==> src/rtl/swmm_pkg.sv <==
package swmm_pkg;

  localparam int unsigned SAMPLE_BITS = 16;
  localparam int unsigned MAX_WINDOW  = 256;
  localparam int unsigned POS_BITS    = $clog2(MAX_WINDOW);
  localparam int unsigned LEN_BITS    = POS_BITS + 1;

  localparam logic REG_WINDOW_LENGTH = 1'b0;
  localparam logic REG_TAKE_MAXIMUM  = 1'b1;

  typedef logic signed [SAMPLE_BITS-1:0] sample_t;

  typedef struct packed {
    logic shift_in;
    logic rotate;
  } chain_ctrl_t;

endpackage

==> src/rtl/swmm_cell.sv <==
module swmm_cell import swmm_pkg::*; (
  input  logic        clk_i,
  input  chain_ctrl_t ctrl_i,
  input  sample_t     lower_i,
  input  sample_t     upper_i,
  output sample_t     data_o
);

  sample_t data_d, data_q;

  always_comb begin
    data_d = data_q;
    if (ctrl_i.shift_in) begin
      data_d = lower_i;
    end else if (ctrl_i.rotate) begin
      data_d = upper_i;
    end
  end

  always_ff @(posedge clk_i) begin
    data_q <= data_d;
  end

  assign data_o = data_q;

endmodule

==> src/rtl/swmm_chain.sv <==
module swmm_chain import swmm_pkg::*; (
  input  logic        clk_i,
  input  chain_ctrl_t ctrl_i,
  input  sample_t     sample_i,
  output sample_t     head_o
);

  sample_t cell_q [MAX_WINDOW];

  for (genvar k = 0; k < MAX_WINDOW; k++) begin : g_cell
    sample_t lower, upper;

    if (k == 0) begin : g_first
      assign lower = sample_i;
    end else begin : g_mid_lo
      assign lower = cell_q[k-1];
    end

    if (k == MAX_WINDOW - 1) begin : g_last
      assign upper = cell_q[0];
    end else begin : g_mid_hi
      assign upper = cell_q[k+1];
    end

    swmm_cell u_cell (
      .clk_i   (clk_i),
      .ctrl_i  (ctrl_i),
      .lower_i (lower),
      .upper_i (upper),
      .data_o  (cell_q[k])
    );
  end

  assign head_o = cell_q[0];

endmodule

==> config.mk <==
export PLATFORM = sky130hd
export DESIGN_NAME = swmm_chain
export DESIGN_NICKNAME = d
export VERILOG_FILES = /design/src/rtl/swmm_pkg.sv /design/src/rtl/swmm_cell.sv /design/src/rtl/swmm_chain.sv
export SDC_FILE = /design/constraint.sdc
export NUM_CORES = 2
export LEC_CHECK = 0
export BUFFER_PORTS_ARGS = -buffer_cell sky130_fd_sc_hd__buf_2
export CORE_UTILIZATION = 40
export CTS_CLUSTER_DIAMETER = 50
export DETAILED_ROUTE_END_ITERATION = 8
export PLACE_DENSITY_LB_ADDON = 0.1
export SYNTH_ARGS = -nofsm -noshare
export SYNTH_HDL_FRONTEND = slang
export SYNTH_SLANG_ARGS = --single-unit
==> constraint.sdc <==
create_clock -name clk_i -period 77.9 [get_ports clk_i]
set_input_delay 7.79 -clock clk_i [delete_from_list [all_inputs] [get_ports clk_i]]
set_output_delay 7.79 -clock clk_i [all_outputs]
set_load 0.05 [all_outputs]
==> flow_metrics.tcl <==
set metrics [dict create \
    grt_overflow 0 \
    io_pins 35 \
    via_per_inst 4.901 \
    drtIter0Drc 4368 \
    arrival_ps 15880 \
    power.density_nw_per_um2 30.98 \
    cts_setup_buffers 0 \
    routed_wl_um 240300 \
    die_w_um 659.5 \
    rrSetupSlack_ps 76590 \
    fillCellCount 36584 \
    synth.top_cell.area_share_pct 71.14 \
    syn_avg_cell_area_um2 19.99 \
    grt_max_degree 193 \
    path_clk_slew_ps 50 \
    worst_pin_slew_ps 1133 \
    final_area_um2 194300 \
    worst-path-stages 10 \
    p_int_w 0.004740 \
    syn-num-nets 8667 \
    clockBufferDepth 4 \
    cts_tree "done" \
    clockPowerShare_pct 38.8 \
    critPathTopFamily "buffers and inverters" \
    die-area_um2 434900 \
    area_delta_synth_final_pct 12.40 \
    hold_ws_ps 539.8 \
    start_util_pct 40.15 \
    skew_ps 38.85 \
    nets 8865 \
    r2r-start "g_cell[0].u_cell.data_o[11]" \
    yosysTopAreaCell "edfxtp_1" \
    end_kind "register" \
    finalPower_w 0.006020 \
    yosysWarnings 0 \
    grt_pass1_wl_um 408300 \
    cp_max_fo 129 \
    hold_viol 0 \
    slowest_delay_ps 880 \
    chipHeight_um 659.5 \
    max_freq_mhz 65.36 \
    startpoint "ctrl_i[1]" \
    cts_repair_resize_count 0 \
    grt_pass1_vias 78949 \
    hold_class "register to register" \
    cp_num_buf_inv 9 \
    drc_errors 0 \
    regToRegEndpoint "g_cell[255].u_cell.data_o[11]" \
    cts_made_buffers 523 \
    pwr-share-seq_pct 52.5 \
    pwr-share-comb_pct 8.7 \
    place.gp.congestion 0.6650 \
    cts_sinks 4096 \
    ys_seq_area_share_pct 71.14 \
    wl_per_cell_um 16.06 \
    core_um2 430600 \
    max_cap_violations 0 \
    status "finished clean" \
    synthesis.area_um2 172900 \
    drive_above_1_share_pct 53.84 \
    start_kind "input port" \
    grt_usage_pct 10.84 \
    yosysUniqueCellTypes 6 \
    crit_end "g_cell[78].u_cell.data_o[5]" \
    p_leak_nw 67.07 \
    dr.pass1.iters 5 \
    cp.required_ps 78480 \
    r2r_cells 1 \
    finalSetupViolCount 0 \
    route.antenna.remaining_nets 0 \
    cts_max_level 6 \
    swShare_pct 21.27 \
    fin_crit_sh_pct 19.64 \
    core.rowCount 241 \
    io_buffers 34 \
    rsz0062_at_grt "false" \
    peakVddDrop_uv 20.44 \
    switchingPower_w 0.001281 \
    clock_latency_ps 980 \
    maxSlewViolCount 0 \
    crit_slowest_cell "buf_4" \
    largest_register_ffs 4096 \
    path_cells "buf_12, or2_4, buf_4, buf_4, buf_4, buf_4, buf_4, buf_4, buf_4, buf_4" \
    yosys-top-cells-area "edfxtp_1 (71%), mux2_2 (27%), buf_6 (1.5%), buf_2 (0.56%), buf_4 (0.16%)" \
    root_buffer "clkbuf_16" \
    hpwl_um 131900 \
    period_needed_ps 15300 \
    cp_common_cell "buf_4" \
    final.setup.tns_ps 0 \
    syn_inst 8648 \
    ys_ff_latch 4096 \
    relSlewSlack_pct 24.48 \
    worstSetupPathType "input port to register" \
    via_count 73341 \
    holdBufCountCts 0 \
    dpl_cell_area_um2 177400 \
    antenna_found_initial 2 \
]
through the flow:
step	std cells	util (%)	worst slack, ps
after floorplan	8648	-	18490
after global placement	14031	41.19	61850
after detailed placement	14031	41.19	61440
after CTS	14965	45.13	62600
after global routing	14966	45.13	61980
final	14966	45.13	62600
synth_stat cells:
cell / count
edfxtp_1: 4096
mux2_2: 4096
buf_6: 224
buf_2: 195
buf_4: 36
or2_2: 1
per-layer routing:
metal	GRT usage [%]	share of wire, %	vias up
li1	-	-	35048
met1	14.89	46	37054
met2	17.29	47	723
met3	2.023	3.4	514
met4	3.742	2.9	2
met5	0	0.0054	-
kinds of logic after synthesis:
| family | count (synthesis) | synth area share, % |
|---|---|---|
| simple gates | 1 | 0.003621 |
| flops | 4096 | 71.14 |
| mux | 4096 | 26.68 |
| buf+inv | 455 | 2.180 |
how the worst min path moves through the flow:
stage                                   from                       endpoint  slack [ps]  cells past startpoint
6_report        g_cell[122].u_cell.data_o[8]   g_cell[123].u_cell.data_o[8]         540                      1
4_1_cts        g_cell[188].u_cell.data_o[10]  g_cell[187].u_cell.data_o[10]         540                      1
5_1_grt        g_cell[255].u_cell.data_o[13]  g_cell[254].u_cell.data_o[13]         560                      1
2_1_floorplan   g_cell[255].u_cell.data_o[0]   g_cell[254].u_cell.data_o[0]         520                      1
3_5_place_dp    g_cell[255].u_cell.data_o[9]   g_cell[254].u_cell.data_o[9]         530                      1
3_3_place_gp   g_cell[255].u_cell.data_o[10]  g_cell[254].u_cell.data_o[10]         530                      1
power groups by stage:
stage / registers (W) / clock network [W] / logic, W
after detailed placement: 0.00321 / 0 / 0.000531
after CTS: 0.00317 / 0.00244 / 0.000534
after floorplan: 0.00332 / 0 / 0.000472
final: 0.00316 / 0.00234 / 0.000524
after global routing: 0.00322 / 0.00251 / 0.000578
after global placement: 0.00320 / 0 / 0.000499
layout by cell type (no fill, tap or decap):
| master | count |
|---|---|
| inv_6 | 20 |
| buf_2 | 33 |
| clkinv_2 | 90 |
| bufinv_16 | 46 |
| clkinv_16 | 1 |
| diode_2 | 1 |
| mux2_2 | 4096 |
| buf_4 | 78 |
| or2_4 | 1 |
| clkbuf_16 | 549 |
| inv_16 | 5 |
| clkbuf_1 | 88 |
| clkinv_4 | 8 |
| clkinvlp_4 | 30 |
| buf_12 | 17 |
| clkinv_8 | 7 |
| clkinv_1 | 88 |
| edfxtp_1 | 4096 |
| inv_8 | 2 |
final cells by class:
type	instances	area (um2)	area share, %
sequential	4096	123000	63.29
multi-input combinational	4097	46130	23.74
clock buffer	637	14070	7.239
tap	5710	7144	3.676
clock inverter	297	2899	1.492
timing repair buffer	128	1091	0.5614
antenna	1	2.502	0.001288
Note: power is estimated with default switching activity, not from simulation.
